**src/sitr_pkg.sv**
```systemverilog
// ----------------------------------------------------------------------------
// sitr_pkg: shared definitions for the integer to ASCII text converter
// Widths, character codes, radix limits and the command and status bundles
// that pass between the controller and the datapath.
// ----------------------------------------------------------------------------
package sitr_pkg;

    // Default width of the signed value taken on the input stream
    localparam int VALUE_WIDTH_DEF = 32;

    // Field widths
    localparam int RADIX_W = 5;
    localparam int DIGIT_W = 4;
    localparam int CHAR_W  = 8;

    // Quotient bits settled by the divider in one cycle
    localparam int BITS_PER_STEP = 8;

    // Radix register reset value and the range that is used for conversion
    localparam logic [RADIX_W-1:0] RADIX_RESET = 5'd10;
    localparam logic [RADIX_W-1:0] RADIX_MIN   = 5'd2;
    localparam logic [RADIX_W-1:0] RADIX_MAX   = 5'd16;

    // Character codes
    localparam logic [CHAR_W-1:0]  CH_ZERO          = 8'd48;
    localparam logic [CHAR_W-1:0]  CH_MINUS         = 8'd45;
    localparam logic [CHAR_W-1:0]  CH_LETTER_OFFSET = 8'd55;
    localparam logic [CHAR_W-1:0]  CH_TERMINATOR    = 8'd0;
    localparam logic [DIGIT_W-1:0] DIGIT_DEC_MAX    = 4'd9;

    // Which character the output register loads
    typedef enum logic [1:0] {
        OUT_NONE  = 2'd0,
        OUT_SIGN  = 2'd1,
        OUT_DIGIT = 2'd2,
        OUT_TERM  = 2'd3
    } t_out_sel;

    // Commands from the controller to the datapath
    typedef struct packed {
        logic     load;         // take a new value, start the first digit
        logic     div_step;     // settle one group of quotient bits
        logic     store_digit;  // write the remainder, start the next digit
        logic     read_digit;   // read the next stored digit, count down
        t_out_sel out_sel;      // load the output register
    } t_cmd;

    // Status from the datapath to the controller
    typedef struct packed {
        logic step_last;  // the current division step is the final one
        logic quot_zero;  // the quotient left after a digit is zero
        logic negative;   // the value being converted is negative
        logic cnt_zero;   // no stored digit is left to read
        logic slot_free;  // the output register can take a character
    } t_sts;

    // Digit value to its ASCII code
    function automatic logic [CHAR_W-1:0] digit_to_char(input logic [DIGIT_W-1:0] d);
        logic [CHAR_W-1:0] wide;
        wide = {{(CHAR_W-DIGIT_W){1'b0}}, d};
        if (d <= DIGIT_DEC_MAX) begin
            digit_to_char = wide + CH_ZERO;
        end else begin
            digit_to_char = wide + CH_LETTER_OFFSET;
        end
    endfunction

endpackage

```
**src/signed_integer_to_ascii_radix.sv**
```systemverilog
// ----------------------------------------------------------------------------
// signed_integer_to_ascii_radix: signed integer to ASCII text, base 2 to 16
// Converts one signed value per input item into a run of characters.
// ----------------------------------------------------------------------------
// Usage:
//   The input stream s_axis carries one signed two's complement value per item.
//   The output stream m_axis carries one ASCII character per item, most
//   significant first: '-' for a negative value, the digits ('0'-'9', 'A'-'F'),
//   then a zero terminator with m_axis_tlast high. Zero gives "0" and the
//   terminator. The radix register is written through i_cfg_we/i_cfg_radix
//   while the block is idle; values below 2 act as 2, above 16 as 16.
//   Values are converted one at a time. For each digit the divider settles 8
//   quotient bits per cycle over the whole magnitude, then the remainder is
//   stored; each character is read from the digit store and then emitted.
//   s_axis_tready is high only between conversions.
//   Reset (synchronous, active low) sets the radix to 10 and empties the
//   output register. When the receiver stalls, the current character waits
//   in the output register and the conversion pauses until it is taken.
// ----------------------------------------------------------------------------
module signed_integer_to_ascii_radix #(
    parameter int VALUE_WIDTH = sitr_pkg::VALUE_WIDTH_DEF
) (
    input  logic                                   i_clk,
    input  logic                                   i_rst_n,
    input  logic                                   i_cfg_we,
    input  logic [sitr_pkg::RADIX_W-1:0]           i_cfg_radix,
    input  logic                                   s_axis_tvalid,
    output logic                                   s_axis_tready,
    // tdata: value (bits VALUE_WIDTH-1:0), zero padding above
    input  logic [((VALUE_WIDTH+7)/8)*8-1:0]       s_axis_tdata,
    output logic                                   m_axis_tvalid,
    input  logic                                   m_axis_tready,
    // tdata: char_code (bits 7:0)
    output logic [sitr_pkg::CHAR_W-1:0]            m_axis_tdata,
    output logic                                   m_axis_tlast
);
    import sitr_pkg::*;

    t_cmd cmd;
    t_sts sts;

    // Sequencer
    sitr_ctrl u_ctrl (
        .i_clk      (i_clk),
        .i_rst_n    (i_rst_n),
        .i_in_valid (s_axis_tvalid),
        .o_in_ready (s_axis_tready),
        .i_sts      (sts),
        .o_cmd      (cmd)
    );

    // Divider, digit store and output register
    sitr_dp #(
        .VALUE_WIDTH (VALUE_WIDTH)
    ) u_dp (
        .i_clk       (i_clk),
        .i_rst_n     (i_rst_n),
        .i_cfg_we    (i_cfg_we),
        .i_cfg_radix (i_cfg_radix),
        .i_value     (s_axis_tdata[VALUE_WIDTH-1:0]),
        .i_out_ready (m_axis_tready),
        .o_out_valid (m_axis_tvalid),
        .o_out_char  (m_axis_tdata),
        .o_out_last  (m_axis_tlast),
        .i_cmd       (cmd),
        .o_sts       (sts)
    );

endmodule

```
**src/sitr_ctrl.sv**
```systemverilog
// ----------------------------------------------------------------------------
// sitr_ctrl: conversion sequencer
// Walks each value through digit extraction, then emits the sign, the stored
// digits from the most significant down, and the terminator.
// ----------------------------------------------------------------------------
module sitr_ctrl (
    input  logic          i_clk,
    input  logic          i_rst_n,
    input  logic          i_in_valid,
    output logic          o_in_ready,
    input  sitr_pkg::t_sts i_sts,
    output sitr_pkg::t_cmd o_cmd
);
    import sitr_pkg::*;

    typedef enum logic [6:0] {
        S_IDLE  = 7'b0000001,
        S_DIV   = 7'b0000010,
        S_STORE = 7'b0000100,
        S_SIGN  = 7'b0001000,
        S_READ  = 7'b0010000,
        S_EMIT  = 7'b0100000,
        S_TERM  = 7'b1000000
    } t_state;

    t_state r_state;
    t_state n_state;

    // State register
    always_ff @(posedge i_clk) begin
        if (!i_rst_n) begin
            r_state <= S_IDLE;
        end else begin
            r_state <= n_state;
        end
    end

    // Next state and commands
    always_comb begin
        n_state     = r_state;
        o_cmd       = '0;
        o_in_ready  = 1'b0;
        unique case (r_state)
            S_IDLE: begin
                o_in_ready = 1'b1;
                if (i_in_valid) begin
                    o_cmd.load = 1'b1;
                    n_state    = S_DIV;
                end
            end
            S_DIV: begin
                o_cmd.div_step = 1'b1;
                if (i_sts.step_last) begin
                    n_state = S_STORE;
                end
            end
            S_STORE: begin
                o_cmd.store_digit = 1'b1;
                n_state = i_sts.quot_zero ? S_SIGN : S_DIV;
            end
            S_SIGN: begin
                if (!i_sts.negative) begin
                    n_state = S_READ;
                end else if (i_sts.slot_free) begin
                    o_cmd.out_sel = OUT_SIGN;
                    n_state       = S_READ;
                end
            end
            S_READ: begin
                o_cmd.read_digit = 1'b1;
                n_state          = S_EMIT;
            end
            S_EMIT: begin
                if (i_sts.slot_free) begin
                    o_cmd.out_sel = OUT_DIGIT;
                    n_state       = i_sts.cnt_zero ? S_TERM : S_READ;
                end
            end
            S_TERM: begin
                if (i_sts.slot_free) begin
                    o_cmd.out_sel = OUT_TERM;
                    n_state       = S_IDLE;
                end
            end
            default: begin
                n_state = S_IDLE;
            end
        endcase
    end

endmodule

```
**src/sitr_dp.sv**
```systemverilog
// ----------------------------------------------------------------------------
// sitr_dp: conversion datapath
// Holds the radix register, the magnitude with an in-place radix divider that
// settles several quotient bits a cycle, the digit store and the output
// register.
// ----------------------------------------------------------------------------
module sitr_dp #(
    parameter int VALUE_WIDTH = sitr_pkg::VALUE_WIDTH_DEF
) (
    input  logic                         i_clk,
    input  logic                         i_rst_n,
    input  logic                         i_cfg_we,
    input  logic [sitr_pkg::RADIX_W-1:0] i_cfg_radix,
    input  logic [VALUE_WIDTH-1:0]       i_value,
    input  logic                         i_out_ready,
    output logic                         o_out_valid,
    output logic [sitr_pkg::CHAR_W-1:0]  o_out_char,
    output logic                         o_out_last,
    input  sitr_pkg::t_cmd               i_cmd,
    output sitr_pkg::t_sts               o_sts
);
    import sitr_pkg::*;

    localparam int STEPS  = (VALUE_WIDTH + BITS_PER_STEP - 1) / BITS_PER_STEP;
    localparam int PAD_W  = STEPS * BITS_PER_STEP;
    localparam int STEP_W = (STEPS > 1) ? $clog2(STEPS) : 1;
    localparam int IDX_W  = $clog2(VALUE_WIDTH);
    localparam int CNT_W  = $clog2(VALUE_WIDTH + 1);

    logic [RADIX_W-1:0]     r_radix;
    logic [RADIX_W-1:0]     r_base;
    logic                   r_negative;
    logic [PAD_W-1:0]       r_mag;
    logic [PAD_W-1:0]       n_mag;
    logic [DIGIT_W-1:0]     r_rem;
    logic [DIGIT_W-1:0]     n_rem;
    logic [STEP_W-1:0]      r_step;
    logic [CNT_W-1:0]       r_cnt;
    logic [CNT_W-1:0]       cnt_dec;
    logic [DIGIT_W-1:0]     r_rd_digit;
    logic                   r_out_valid;
    logic [CHAR_W-1:0]      r_out_char;
    logic                   r_out_last;
    logic [VALUE_WIDTH-1:0] abs_value;
    logic [RADIX_W-1:0]     eff_radix;
    logic [PAD_W+BITS_PER_STEP-1:0] shifted;
    logic [BITS_PER_STEP-1:0]       qbits;

    logic [DIGIT_W-1:0] digit_mem [VALUE_WIDTH];

    // Radix register
    always_ff @(posedge i_clk) begin
        if (!i_rst_n) begin
            r_radix <= RADIX_RESET;
        end else if (i_cfg_we) begin
            r_radix <= i_cfg_radix;
        end
    end

    // Clamp the radix into the supported range
    always_comb begin
        if (r_radix < RADIX_MIN) begin
            eff_radix = RADIX_MIN;
        end else if (r_radix > RADIX_MAX) begin
            eff_radix = RADIX_MAX;
        end else begin
            eff_radix = r_radix;
        end
    end

    // Magnitude of the incoming value; the most negative value maps to itself
    // read as unsigned, which is its exact magnitude.
    assign abs_value = i_value[VALUE_WIDTH-1] ? (~i_value + 1'b1) : i_value;

    // One divider step: shift the top group of magnitude bits into the
    // remainder, producing one quotient bit each, quotient bits fill from below.
    always_comb begin
        logic [RADIX_W-1:0]       rem_v;
        logic [RADIX_W-1:0]       trial;
        logic [BITS_PER_STEP-1:0] top_bits;
        top_bits = r_mag[PAD_W-1 -: BITS_PER_STEP];
        rem_v    = {1'b0, r_rem};
        qbits    = '0;
        for (int k = BITS_PER_STEP - 1; k >= 0; k--) begin
            trial = {rem_v[DIGIT_W-1:0], top_bits[k]};
            if (trial >= r_base) begin
                rem_v    = trial - r_base;
                qbits[k] = 1'b1;
            end else begin
                rem_v = trial;
            end
        end
        n_rem   = rem_v[DIGIT_W-1:0];
        shifted = {r_mag, qbits};
        n_mag   = shifted[PAD_W-1:0];
    end

    assign cnt_dec = r_cnt - 1'b1;

    // Magnitude, remainder, step and digit count registers
    always_ff @(posedge i_clk) begin
        if (!i_rst_n) begin
            r_mag      <= '0;
            r_rem      <= '0;
            r_step     <= '0;
            r_cnt      <= '0;
            r_negative <= 1'b0;
        end else begin
            if (i_cmd.load) begin
                r_mag      <= PAD_W'(abs_value);
                r_rem      <= '0;
                r_step     <= '0;
                r_cnt      <= '0;
                r_negative <= i_value[VALUE_WIDTH-1];
            end else if (i_cmd.div_step) begin
                r_mag  <= n_mag;
                r_rem  <= n_rem;
                r_step <= r_step + 1'b1;
            end else if (i_cmd.store_digit) begin
                r_rem  <= '0;
                r_step <= '0;
                r_cnt  <= r_cnt + 1'b1;
            end else if (i_cmd.read_digit) begin
                r_cnt  <= cnt_dec;
            end
        end
    end

    // Base is latched per conversion
    always_ff @(posedge i_clk) begin
        if (i_cmd.load) begin
            r_base <= eff_radix;
        end
    end

    // Digit store: least significant digit at the lowest address
    always_ff @(posedge i_clk) begin
        if (i_cmd.store_digit) begin
            digit_mem[r_cnt[IDX_W-1:0]] <= r_rem;
        end
        if (i_cmd.read_digit) begin
            r_rd_digit <= digit_mem[cnt_dec[IDX_W-1:0]];
        end
    end

    // Output register
    always_ff @(posedge i_clk) begin
        if (!i_rst_n) begin
            r_out_valid <= 1'b0;
        end else if (i_cmd.out_sel != OUT_NONE) begin
            r_out_valid <= 1'b1;
        end else if (i_out_ready) begin
            r_out_valid <= 1'b0;
        end
    end

    always_ff @(posedge i_clk) begin
        unique case (i_cmd.out_sel)
            OUT_SIGN: begin
                r_out_char <= CH_MINUS;
                r_out_last <= 1'b0;
            end
            OUT_DIGIT: begin
                r_out_char <= digit_to_char(r_rd_digit);
                r_out_last <= 1'b0;
            end
            OUT_TERM: begin
                r_out_char <= CH_TERMINATOR;
                r_out_last <= 1'b1;
            end
            default: begin
                r_out_char <= r_out_char;
                r_out_last <= r_out_last;
            end
        endcase
    end

    assign o_out_valid = r_out_valid;
    assign o_out_char  = r_out_char;
    assign o_out_last  = r_out_last;

    // Status to the controller
    assign o_sts.step_last = (r_step == STEP_W'(STEPS - 1));
    assign o_sts.quot_zero = (r_mag == '0);
    assign o_sts.negative  = r_negative;
    assign o_sts.cnt_zero  = (r_cnt == '0);
    assign o_sts.slot_free = !r_out_valid || i_out_ready;

endmodule
```
**config.mk**
```make
export PLATFORM = sky130hd
export DESIGN_NAME = signed_integer_to_ascii_radix
export DESIGN_NICKNAME = d
export VERILOG_FILES = /design/src/sitr_pkg.sv /design/src/signed_integer_to_ascii_radix.sv /design/src/sitr_ctrl.sv /design/src/sitr_dp.sv
export SDC_FILE = /design/constraint.sdc
export NUM_CORES = 1
export LEC_CHECK = 0
export BUFFER_PORTS_ARGS = -buffer_cell sky130_fd_sc_hd__buf_2
export CORE_ASPECT_RATIO = 1.1
export CORE_MARGIN = 10
export CORE_UTILIZATION = 50
export CTS_CLUSTER_SIZE = 30
export DETAILED_ROUTE_END_ITERATION = 12
export PLACE_DENSITY = 0.67
export SYNTH_ARGS = -nofsm -noshare
export SYNTH_HDL_FRONTEND = slang
export SYNTH_SLANG_ARGS = --single-unit
```
**constraint.sdc**
```tcl
create_clock -name i_clk -period 11.8 [get_ports i_clk]
set_input_delay 2.95 -clock i_clk [delete_from_list [all_inputs] [get_ports i_clk]]
set_output_delay 2.95 -clock i_clk [all_outputs]
set_load 0.05 [all_outputs]
```
* Word level (Yosys, flattened, before mapping)
Memory sizes are Yosys's and may differ from the RTL's. A register that Yosys moved wholly into a read port is not among the register bits.
Cells that the tools add are included.
** Word-level totals
- Memories :: 1
- Bits of input ports :: 42
- Output and inout bits :: 11
- Flip-flop bits (word level) :: 72
- Bits in writable memories :: 128
- Word-level logic and storage cells :: 126
** Operators by class
- Bitwise operators :: 3
- Reduce and logical (&&, ||, !) cells :: 16
- Magnitude comparators :: 11
- Add/sub/neg operators :: 14
- Multiplexer cells :: 53
- Eq/ne operators :: 16
** Memories
- u_dp.digit_mem :: depth 32, bits a word 4, read ports 1, clocked after Yosys merged registers in 1, wr ports 1, line sitr_dp.sv:49 : logic [DIGIT_W-1:0] digit_mem [VALUE_WIDTH];
** Operator list (count)
- 32-bit two-way mux :: 3
- 7-bit two-way mux :: 7
- 7-bit one-hot mux with 7 select lines :: 1
- 4-bit two-way mux :: 11
- 5-bit greater-or-equal comparator :: 8
- 32-bit by 1-bit adder with 32-bit output (second input constant) :: 1
- 32-bit zero test :: 1
- 32-bit NOT :: 1
- 4-bit subtractor :: 8
- 8-bit one-hot mux with 3 select lines :: 1
- 1-bit two-way mux :: 19
- 4-bit by 6-bit adder with 7-bit output (second input constant) :: 2
- 6-bit two-way mux :: 2
- 2-bit nonzero test :: 6
- 2-bit two-way mux :: 5
- 8-bit two-way mux :: 1
- 2-bit inequality test (second input constant) :: 4
- 7-bit by 1-bit equality test with 1-bit output (second input constant) :: 1
- 7-bit by 2-bit equality test with 1-bit output (second input constant) :: 1
- 7-bit by 3-bit equality test with 1-bit output (second input constant) :: 1
- 7-bit by 4-bit equality test with 1-bit output (second input constant) :: 1
- 7-bit by 5-bit equality test with 1-bit output (second input constant) :: 1
- 7-bit by 6-bit equality test with 1-bit output (second input constant) :: 1
- 7-bit equality test (second input constant) :: 1
- other kinds (20) :: 25

* Depth between registers and ports, before layout
Gate-level depths: netlist (run 1).
- Depth after elaboration :: 18
- Gate-level depth with buffers :: 49
- Mapped depth without buffers :: 49

* Modules after synthesis
A second synthesis (run 1) with hierarchy kept.
** Unflattened totals
- Cell total of the unflattened synthesis :: 939
- Area, all modules :: 11098.1 um^2
** Modules (own cells, without submodules)
- sitr_dp :: cells an instance 869, times used 1, area an instance 10535.1 um^2, sequential area each 5375.2 um^2
- sitr_ctrl :: cells an instance 70, times used 1, area an instance 563.0 um^2, sequential area each 140.1 um^2

* Worst setup path after synthesis (run 1)
OpenSTA, ideal clock, no wires.
- Path kind :: register to register
- Start :: register u_dp.r_base[1]
- End :: register u_dp.r_rem[3]
- Stages on the path, launching flop included :: 48
- Slack :: 1.532 ns
- Arrival :: 10.210 ns
- Period minus slack after synthesis :: 10.268 ns
- Buffers on the path :: 0
- Required time :: 11.742 ns
- Library setup time :: 0.058 ns
- Path through :: edfxtp_1 > inv_1 > ha_1 > nand2_1 > o21ai_0 > a31o_2 > mux2_1 > ha_1 > a21oi_1 > o21ai_0 > a31oi_1 > o21ai_0 > and2_1 > ha_1 > a21oi_1 > o21ai_0 > a31oi_1 > o31a_1 > [... 12 more ...] > nor2_1 > ha_1 > a21oi_1 > o21ai_0 > and4_1 > nor4b_1 > ha_1 > a21o_1 > a31oi_1 > o21ai_1 > nand2_1 > o21a_1 > ha_1 > a21o_1 > a31oi_1 > o21ai_1 > a311o_1 > o21ba_1
** On the way
- Word-level cells in the longest chain between the ends :: 17
- Elaborated cells between the ends (all ways) :: 25
- Those cells by class :: 8 x add/sub; 8 x order compare; 9 x mux
** Ends and longest elaborated chain
- from (decl) :: line sitr_dp.sv:31 : logic [RADIX_W-1:0] r_base;
- from (signal assigned) :: line sitr_dp.sv:132 : r_base <= eff_radix;
- 4-bit subtractor or 5-bit greater-or-equal comparator (tied branches) :: line sitr_dp.sv:87, sitr_dp.sv:86
- 4-bit two-way mux :: line sitr_dp.sv:86 : if (trial >= r_base) begin
- 4-bit subtractor or 5-bit greater-or-equal comparator (tied branches) :: line sitr_dp.sv:87, sitr_dp.sv:86
- 4-bit two-way mux :: line sitr_dp.sv:86
- 4-bit subtractor or 5-bit greater-or-equal comparator (tied branches) :: line sitr_dp.sv:87, sitr_dp.sv:86
- 4-bit two-way mux :: line sitr_dp.sv:86
- 5-bit greater-or-equal comparator or 4-bit subtractor (tied branches) :: line sitr_dp.sv:86, sitr_dp.sv:87
- 4-bit two-way mux :: line sitr_dp.sv:86
- 4-bit subtractor or 5-bit greater-or-equal comparator (tied branches) :: line sitr_dp.sv:87, sitr_dp.sv:86
- 4-bit two-way mux :: line sitr_dp.sv:86
- 4-bit subtractor or 5-bit greater-or-equal comparator (tied branches) :: line sitr_dp.sv:87, sitr_dp.sv:86
- 4-bit two-way mux :: line sitr_dp.sv:86
- 5-bit greater-or-equal comparator or 4-bit subtractor (tied branches) :: line sitr_dp.sv:86, sitr_dp.sv:87
- 4-bit two-way mux :: line sitr_dp.sv:86
- 4-bit subtractor or 5-bit greater-or-equal comparator (tied branches) :: line sitr_dp.sv:87, sitr_dp.sv:86
- 4-bit two-way mux (*) :: line sitr_dp.sv:86
- 4-bit two-way mux (*) :: line sitr_dp.sv:115 : end else if (i_cmd.div_step) begin
- to (signal assigned) :: line sitr_dp.sv:117 : r_rem <= n_rem;
- to (decl) :: line sitr_dp.sv:35 : logic [DIGIT_W-1:0] r_rem;
Every way passes the cells marked *; elsewhere a longest branch is shown, timed or not.
A chain may end at the register's enable or synchronous reset.

* Worst setup path in the final report (run 1)
- Start :: register u_dp.r_base[0]
- End :: register u_dp.r_rem[1]
** On the way
- Word-level cells in the longest chain between the ends :: 17
- Elaborated cells between the ends (all ways) :: 25
- Those cells by class :: 8 x add/sub; 8 x order compare; 9 x mux
** Ends and longest elaborated chain (line)
- 4-bit subtractor or 5-bit greater-or-equal comparator (tied branches) :: sitr_dp.sv:87, sitr_dp.sv:86
- 4-bit two-way mux :: sitr_dp.sv:86
- 4-bit subtractor or 5-bit greater-or-equal comparator (tied branches) :: sitr_dp.sv:87, sitr_dp.sv:86
- 4-bit two-way mux :: sitr_dp.sv:86
- 4-bit subtractor or 5-bit greater-or-equal comparator (tied branches) :: sitr_dp.sv:87, sitr_dp.sv:86
- 4-bit two-way mux :: sitr_dp.sv:86
- 4-bit subtractor or 5-bit greater-or-equal comparator (tied branches) :: sitr_dp.sv:87, sitr_dp.sv:86
- 4-bit two-way mux :: sitr_dp.sv:86
- 5-bit greater-or-equal comparator or 4-bit subtractor (tied branches) :: sitr_dp.sv:86, sitr_dp.sv:87
- 4-bit two-way mux :: sitr_dp.sv:86
- 4-bit subtractor or 5-bit greater-or-equal comparator (tied branches) :: sitr_dp.sv:87, sitr_dp.sv:86
- 4-bit two-way mux :: sitr_dp.sv:86
- 5-bit greater-or-equal comparator or 4-bit subtractor (tied branches) :: sitr_dp.sv:86, sitr_dp.sv:87
- 4-bit two-way mux :: sitr_dp.sv:86
- 4-bit subtractor or 5-bit greater-or-equal comparator (tied branches) :: sitr_dp.sv:87, sitr_dp.sv:86
- 4-bit two-way mux (*) :: sitr_dp.sv:86
- 4-bit two-way mux (*) :: sitr_dp.sv:115
Marks and branches as above.

==> results of run 1 <==
-- worst min-delay path, delay by kind of cell, from the launching register on --
kind / cells / cell delay, ns
simple gates: 1 / 0.06
flops: 1 / 0.32
compound gates: 1 / 0.05
-- layer usage --
metal | wire length [um] | vias up | part of all wire (%) | track usage, %
met3 | 933 | 44 | 3.7 | 2.056
met2 | 13070 | 178 | 53 | 31.54
met1 | 10150 | 3660 | 41 | 21.19
li1 | - | 3554 | - | -
met4 | 741 | 0 | 3.0 | 6.049
met5 | 0 | - | 0 | 0
-- cells in the final DEF (no fill, tap or decap), drive strengths merged, types with 30 or more instances in the layout --
| master | instances |
|---|---|
| o21ai | 30 |
| inv | 44 |
| dfxtp | 58 |
| nand2 | 61 |
| ha | 49 |
| nor2 | 80 |
| edfxtp | 145 |
| buf | 63 |
| mux4 | 40 |
| a21oi | 43 |
-- registers in the layout (all words and copies together) (netlist names), 2 cells and up --
name	flops
u_dp.o_out_char	7
u_dp.r_base	5
u_dp.r_cnt	6
u_dp.r_radix	5
u_ctrl.r_state	7
u_dp.r_rd_digit	4
u_dp.r_rem	4
u_dp.r_step	2
u_dp.digit_mem	128
u_dp.r_mag	32
-- final cells by class --
cell class / instances / area [um2] / share of cell area (%)
Clock inverter: 10 / 77.57 / 0.6452
Timing Repair Buffer: 63 / 345.3 / 2.872
Inverter: 42 / 157.7 / 1.311
Multi-Input combinational cell: 625 / 5020 / 41.75
Tap cell: 290 / 362.8 / 3.018
Sequential cell: 203 / 5517 / 45.88
Clock buffer: 26 / 544.3 / 4.527
-- worst paths after layout --
path                   startpoint              end  cells after the start
hold / removal    u_dp.r_negative  u_dp.r_negative                      2
setup / recovery   u_dp.r_base[0]    u_dp.r_rem[1]                     44
hold reg to reg   u_dp.r_negative  u_dp.r_negative                      2
setup reg to reg   u_dp.r_base[0]    u_dp.r_rem[1]                     44
-- cell families (layout without fill, tap and decap cells) --
family | Yosys count | count (layout) | synth area share [%]
other | 1 | 1 | 0.03472
xor gates and xnor gates | 54 | 54 | 4.379
and+or+nand+nor | 255 | 255 | 11.68
DFF | 203 | 203 | 51.06
buffers and inverters | 79 | 141 | 2.792
AOI/OAI and AO/OA | 194 | 194 | 12.17
adders and majority gates | 58 | 58 | 7.251
muxes | 63 | 63 | 10.63
-- through the flow --
step | instances | hold WS (ns) | TNS [ns] | setup slack, ns | instance area [um2]
global route | 1259 | 0.5103 | -0.04346 | -0.04346 | 12020
CTS | 1259 | 0.4759 | 0 | 0.5387 | 12000
finish | 1259 | 0.4746 | 0 | 0.8234 | 12020
global placement | 1223 | 0.4532 | 0 | 0.8675 | 11380
floorplan | 907 | 0.4365 | 0 | 1.532 | 10800
detailed placement | 1223 | 0.4601 | 0 | 0.5520 | 11380
-- repair_timing --
action                                 in CTS  in global routing
setup endpoints to repair                   0                  5
gates resized for setup                     0                  5
endpoints found under the hold margin       0                  0
==> reports/results.md, run 1 <==
* 0 — count of max-cap constraint violations
* 0 — Residual DRC
* 145 — count of flip-flops with a built-in enable after synthesis
* 93.02% — final clock period utilization by the worst path
* sky130_fd_sc_hd__edfxtp_1 — count leader, synth
* sky130_fd_sc_hd__edfxtp_1 — largest area contributor in the synthesized netlist
* finished, final reports clean — status
* 531 — initial detailed-routing violation count
* 0 — post-CTS setup repair buffer count
* 5 — detailed-router iteration count before antenna repair
* 203 — Seq cells post-synth
* 11.34 ns — Worst Path Arrival
* 50.71% — initial cell density of the core
* 17.52% — global-route total usage across every layer
* 1,804 — filler cell count
* 12.16 ns — Data required, critical path
* register — type of element launching the critical path
* register to register — worst setup path category
* 8 — largest fanout on the critical path
* 3 — maximum buffer depth of the clock tree
* 0% — async set-or-reset flop fraction in the synthesized netlist
* 1 — CTS HTree Levels
* sky130_fd_sc_hd__edfxtp_1, sky130_fd_sc_hd__nor2_1, sky130_fd_sc_hd__nand2_1 — commonest cells in the netlist
* 203 — Sinks on Clock Net
* 56.45% — post-layout util
* 7,359 — via count of the first global-routing pass
* 0 — antenna diode count
* 0 — residual overflow from global routing
* 40.31% — portion of synthesized cell area occupied by the leading cell type
* register to register — Hold Crit Class
* 0 — initial antenna violation count
* 7,436 — detailed-route via count
* 24.89 mm — Detailed Route WL
* 27,890 um2 — floorplan die area
* 91.10 MHz — highest achievable clock rate
* 0.50 ns — worst skew pair latency
* 40 — pin count of the biggest net entering global routing
* 0 — Antenna Violating Nets Remaining
* 11.32% — synthesis-to-layout area growth
* sky130_fd_sc_hd__edfxtp_1 — primary flip-flop cell chosen by synthesis mapping
* 1,055 — nets
* 17.84 mm — Detailed Place HPWL
* 907 — synthesized netlist cell count
* 0.82 ns — setup slack of the most critical reg-to-reg path
* 56 — Core Rows
* 0 — max-slew violation total from the final report
* 0.07 ns — Clock transition at path regs
* 70 — count of unique library cells instantiated by Yosys
* sky130_fd_sc_hd__ha_1 — cell seen most often among critical-path stages
* 160.1 um — DIE WIDTH
* 0.8938 — Placer Congestion
* sky130_fd_sc_hd__edfxtp_1, sky130_fd_sc_hd__dfxtp_1, sky130_fd_sc_hd__mux4_2 — synth top area cells
* 0 — hold buffer count at CTS
* 51.06% — post-synthesis sequential area ratio
* 174.2 um — die outline height
* 0 — final setup violation count
* 53 — count of boundary I/O pins
* 2 — number of buffers and inverters on the critical path
* 0 — hold violation total from the final report
* 0.01896 ns — final clock skew
* 34.52% — worst rel slew slack
* 17.34% — share of cells above drive strength 1
* 39.99 mm — first-pass GRT wire length
* sky130_fd_sc_hd__a2111oi_0 — Critical Path Slowest Stage Cell
* 0.60 ns — maximum cell stage delay along the critical path
* 19.77 um — detail-routed net length per standard cell
* 11.91 um2 — Mean Syn Cell Area
* 5.906 — vias per cell
* done — TritonCTS clock tree
* sky130_fd_sc_hd__clkbuf_16 — Root Buffer Master
* compound AO/OA/AOI/OAI gates — kind of cell adding the most delay to the critical path
* 0 — Syn. warnings
* 21,300 um2 — placeable core area
* 10,800 um2 — Syn Std Cell Area
* 21 — total clock buffers created by CTS
* 0.9753 ns — Worst Max-Slew Pin Slew
* 51 — # port buffers
* register — type of destination of the critical path
* 10.98 ns — Tmin final
* 1,006 — Post-Syn Nets
Power of run 1 is not shown: default switching activity piles up to over one toggle a cycle in this logic, so the estimate is an artifact.
==> run 2, diff against run 1 <==
CORE_UTILIZATION = 25   (was 50)
PLACE_DENSITY = default   (was 0.67)
==> reports/results.md, run 2 (same netlist as run 1, synthesis figures left out) <==
* finished, final reports clean — status
* 4.743 — vias per cell, -20%
* 51 — # port buffers, unchanged
* 0 — max-slew violation total from the final report, unchanged
* 51,930 um2 — floorplan die area, +86%
* 2 — Hold Path Stages, unchanged
* 25.41% — initial cell density of the core, -25 points
* compound AO/OA/AOI/OAI gates — kind of cell adding the most delay to the critical path
* sky130_fd_sc_hd__edfxtp_1, sky130_fd_sc_hd__nor2_1, sky130_fd_sc_hd__nand2_1 — most used cells in the layout excluding fill and tap cells
* sky130_fd_sc_hd__ha_1 — Critical Path Slowest Stage Cell
* 4,393 — filler cell count, +140%
* 0 ns — post-route setup TNS, unchanged
* 91.56 MHz — highest achievable clock rate, +0.50%
* 0 — Antenna Violating Nets Remaining, unchanged
* 0.06 ns — Clock transition at path regs, about the same
* 12.26 ns — Data required, critical path, +0.10 ns
* 44 — total number of cells along the worst setup path, unchanged
* 35.83% — worst rel slew slack, +1.3 points
* done — TritonCTS clock tree
* 9.717% — global-route total usage across every layer, -7.8 points
* sky130_fd_sc_hd__ha_1 — cell seen most often among critical-path stages
* sky130_fd_sc_hd__clkbuf_16 — Root Buffer Master
* 10.92 ns — Tmin final, -0.05484 ns
* 16.47 um — detail-routed net length per standard cell, -17%
* 1 — CTS HTree Levels, unchanged
* 0 — Residual DRC, unchanged
* 53 — count of boundary I/O pins, unchanged
* 17.80% — share of cells above drive strength 1, +0.46 points
* u_dp.r_base[2] — R2R Path Start
* 5 — detailed-router iteration count before antenna repair, unchanged
* 0 — initial antenna violation count, unchanged
* 0.9558 ns — Worst Max-Slew Pin Slew, -0.01950 ns
* 25.34 mm — Detailed Route WL, +1.8%
* 0 — residual overflow from global routing, unchanged
* 92.56% — final clock period utilization by the worst path, -0.46 points
* 0 — hold violation total from the final report, unchanged
* register — type of element launching the critical path
* 8 — largest fanout on the critical path, unchanged
* 22 — total clock buffers created by CTS, +4.8%
* 44 — path depth of the worst reg2reg path, unchanged
* 18.13 mm — Detailed Place HPWL, +1.6%
* 0.51 ns — worst skew pair latency, about the same
* 128 — max FFs per register, unchanged
* 0 — final setup violation count, unchanged
* 203 — Sinks on Clock Net, unchanged
* 0.42 ns — maximum cell stage delay along the critical path, -0.18 ns
* 42,500 um2 — placeable core area, +100%
* 0 — count of max-cap constraint violations, unchanged
* 7,648 — via count of the first global-routing pass, +3.9%
* register to register — Hold Crit Class
* 40 — pin count of the biggest net entering global routing, unchanged
* 238.0 um — die outline height, +37%
* 15.52% — synthesis-to-layout area growth
* 407 — initial detailed-routing violation count, -23%
* 1,055 — nets, unchanged
* register — type of destination of the critical path
* false — RSZ-0062 raised after global routing
* 3 — maximum buffer depth of the clock tree, unchanged
* 0.007498 ns — final clock skew, -0.01147 ns
* 1 — number of buffers and inverters on the critical path, -1
* u_dp.r_base[2] — crit path from
* 11.38 ns — Worst Path Arrival, +0.04 ns
* 0.8643 — Placer Congestion, -3.3%
* 41.32 mm — first-pass GRT wire length, +3.3%
* sky130_fd_sc_hd__edfxtp_1 — leading cell type in the layout, fill and taps excluded
* 218.2 um — DIE WIDTH, +36%
* register to register — worst setup path category
* 0 — antenna diode count, unchanged
* 79 — Core Rows, +41%
* u_dp.r_negative — startpoint of the worst hold path
* 7,300 — detailed-route via count, -1.8%
* 0 — post-CTS setup repair buffer count, unchanged
-- run 2: worst min-delay path, stage by stage, from the launching register on --
cell and delay, ns:
sky130_fd_sc_hd__dfxtp_1 0.32, sky130_fd_sc_hd__nand2_1 0.05, sky130_fd_sc_hd__a21oi_1 0.05
-- run 2: per-layer routing --
metal	vias to the layer above	global-route usage [%]	part of all wire, %
met4	0	2.842	2.2
met3	38	1.670	4.2
met2	148	16.66	49
li1	3553	-	-
met5	-	0	0
met1	3561	12.26	44
-- run 2: what timing repair did --
item / CTS / global route
gates resized for setup: 0 / 12
endpoints found under the setup margin: 0 / 5
hold buffers: 0 / 0
-- run 2: worst paths after layout --
kind / slack [ns] / to
max: 0.88 / u_dp.r_rem[3]
min: 0.47 / u_dp.r_negative
max reg2reg: 0.88 / u_dp.r_rem[3]
min reg2reg: 0.47 / u_dp.r_negative
-- run 2: layout make-up --
cell class                      count  area (um2)  area share [%]
Timing Repair Buffer               62       337.8           2.707
Clock buffer                       30       580.6           4.653
Inverter                           42       161.4           1.293
Clock inverter                     10       133.9           1.073
Multi-Input combinational cell    625        5039           40.38
Tap cell                          567       709.4           5.685
Sequential cell                   203        5517           44.21
-- run 2: per-stage QoR --
stage / hold WS [ns] / instance area (um2) / utilization (%) / instances / worst slack, ns
global placement: 0.4661 / 11720 / 27.57 / 1499 / 0.7527
CTS: 0.4742 / 12430 / 29.25 / 1539 / 0.1298
detailed placement: 0.4658 / 11720 / 27.57 / 1499 / 0.2077
floorplan: 0.4365 / 10800 / - / 907 / 1.532
finish: 0.4713 / 12480 / 29.36 / 1539 / 0.8783
global route: 0.5138 / 12480 / 29.36 / 1539 / 0.03566
Power of run 2 is left out for the same reason.
==> run 3, diff against run 2 <==
CORE_UTILIZATION = 39   (was 25)
==> reports/results.md, run 3 (same netlist as run 1, synthesis figures left out) <==
* 22 — total clock buffers created by CTS, unchanged
* 0 — final setup violation count, unchanged
* 46 — path depth of the worst reg2reg path, +4.5%
* 194.5 um — die outline height, -18%
* 1,055 — nets, unchanged
* sky130_fd_sc_hd__ha_1 — cell seen most often among critical-path stages
* 0 — max-slew violation total from the final report, unchanged
* 92.41 MHz — highest achievable clock rate, +0.93%
* 3 — maximum buffer depth of the clock tree, unchanged
* 1,289 — placed insts, -14%
* register to register — worst setup path category
* 10.82 ns — Tmin final, -0.1004 ns
* done — TritonCTS clock tree
* sky130_fd_sc_hd__clkbuf_16 — Root Buffer Master
* 17.67 mm — Detailed Place HPWL, -2.5%
* 2 — Hold Path Stages, unchanged
* 1.059 ns — Worst Max-Slew Pin Slew, +0.1029 ns
* 17.61% — share of cells above drive strength 1, -0.19 points
* 0.98 ns — setup slack of the most critical reg-to-reg path, +0.10 ns
* 1,328 — final std cells w/o fill, -14%
* 0.56 ns — maximum cell stage delay along the critical path, +0.14 ns
* 0 — initial antenna violation count, unchanged
* 51 — # port buffers, unchanged
* 0 — hold buffer count at CTS, unchanged
* 2,520 — filler cell count, -43%
* 7,332 — detailed-route via count, +0.44%
* 91.71% — final clock period utilization by the worst path, -0.85 points
* 8 — largest fanout on the critical path, unchanged
* 27,120 um2 — placeable core area, -36%
* 0.06 ns — Clock transition at path regs, about the same
* 2 — number of buffers and inverters on the critical path, +1
* 5.521 — vias per cell, +16%
* 481 — initial detailed-routing violation count, +18%
* compound AO/OA/AOI/OAI gates — kind of cell adding the most delay to the critical path
* finished, final reports clean — status
* 0.51 ns — worst skew pair latency, about the same
* 24.98 mm — Detailed Route WL, -1.4%
* 0 ns — post-route setup TNS, unchanged
* 0 — hold violation total from the final report, unchanged
* register to register — Hold Crit Class
* 0.02495 ns — final clock skew, +0.01745 ns
* 28.91% — worst rel slew slack, -6.9 points
* 128 — max FFs per register, unchanged
* sky130_fd_sc_hd__a2111oi_0 — Critical Path Slowest Stage Cell
* 0 — Residual DRC, unchanged
* 46 — total number of cells along the worst setup path, +4.5%
* 63 — Core Rows, -20%
* 7,364 — via count of the first global-routing pass, -3.7%
* 12.25 ns — Data required, critical path, about the same
* 34,760 um2 — floorplan die area, -33%
* 41 — pin count of the biggest net entering global routing, +2.5%
* sky130_fd_sc_hd__edfxtp_1, sky130_fd_sc_hd__nor2_1, sky130_fd_sc_hd__nand2_1 — most used cells in the layout excluding fill and tap cells
* 39.88 mm — first-pass GRT wire length, -3.5%
* 0 — residual overflow from global routing, unchanged
* 14.15% — global-route total usage across every layer, +4.4 points
* 11.27 ns — Worst Path Arrival, -0.11 ns
* register — type of element launching the critical path
* 203 — Sinks on Clock Net, unchanged
* 44.90% — post-layout util, +16 points
* 5 — detailed-router iteration count before antenna repair, unchanged
* 0.8647 — Placer Congestion, about the same
* 0 — Antenna Violating Nets Remaining, unchanged
* 0 — antenna diode count, unchanged
* false — RSZ-0062 raised after global routing
* 39.83% — initial cell density of the core, +14 points
* 12.71% — synthesis-to-layout area growth
* 178.7 um — DIE WIDTH, -18%
* register — type of destination of the critical path
* sky130_fd_sc_hd__edfxtp_1 — leading cell type in the layout, fill and taps excluded
* 18.81 um — detail-routed net length per standard cell, +14%
* 1 — CTS HTree Levels, unchanged
* 53 — count of boundary I/O pins, unchanged
* 0 — count of max-cap constraint violations, unchanged
[run 3: layout make-up]
type / instances / area (um2) / area share (%)
sequential: 203 / 5517 / 45.31
multi-input combinational: 625 / 5024 / 41.26
clock buffer: 25 / 561.8 / 4.615
tap: 357 / 446.7 / 3.669
timing repair buffer: 62 / 337.8 / 2.775
inverter: 42 / 157.7 / 1.295
clock inverter: 14 / 130.1 / 1.069
[run 3: through the flow]
stage          hold slack, ns  cell area [um2]  setup WS, ns
2_1_floorplan          0.4365            10800         1.532
3_3_place_gp           0.4555            11450        0.7689
3_5_place_dp           0.4596            11450        0.3823
4_1_cts                0.4680            12150        0.3994
5_1_grt                0.4824            12170       0.04039
6_report               0.4707            12170        0.9786
[run 3: final timing paths]
path | startpoint | end
min reg2reg | u_dp.r_negative | u_dp.r_negative
max | u_dp.r_base[2] | u_dp.r_rem[3]
min | u_dp.r_negative | u_dp.r_negative
max reg2reg | u_dp.r_base[2] | u_dp.r_rem[3]
[run 3: worst min-delay path: cells and delay by family (launching register included)]
kind,cells,cell delay [ns]
and+or+nand+nor,1,0.05
AOI/OAI and AO/OA,1,0.05
DFF,1,0.32
[run 3: repair_timing]
| item | CTS | global route |
|---|---|---|
| gates resized for setup | 0 | 6 |
| setup endpoints to repair | 0 | 5 |
| buffers inserted | 0 | 0 |
[run 3: routing by layer]
layer	part of all wire, %	track usage, %	vias to the layer above
li1	-	-	3555
met1	43	17.98	3582
met2	52	24.53	162
met3	3.2	1.551	33
met4	2.2	4.365	0
met5	0	0	-
Power of run 3 is left out for the same reason.
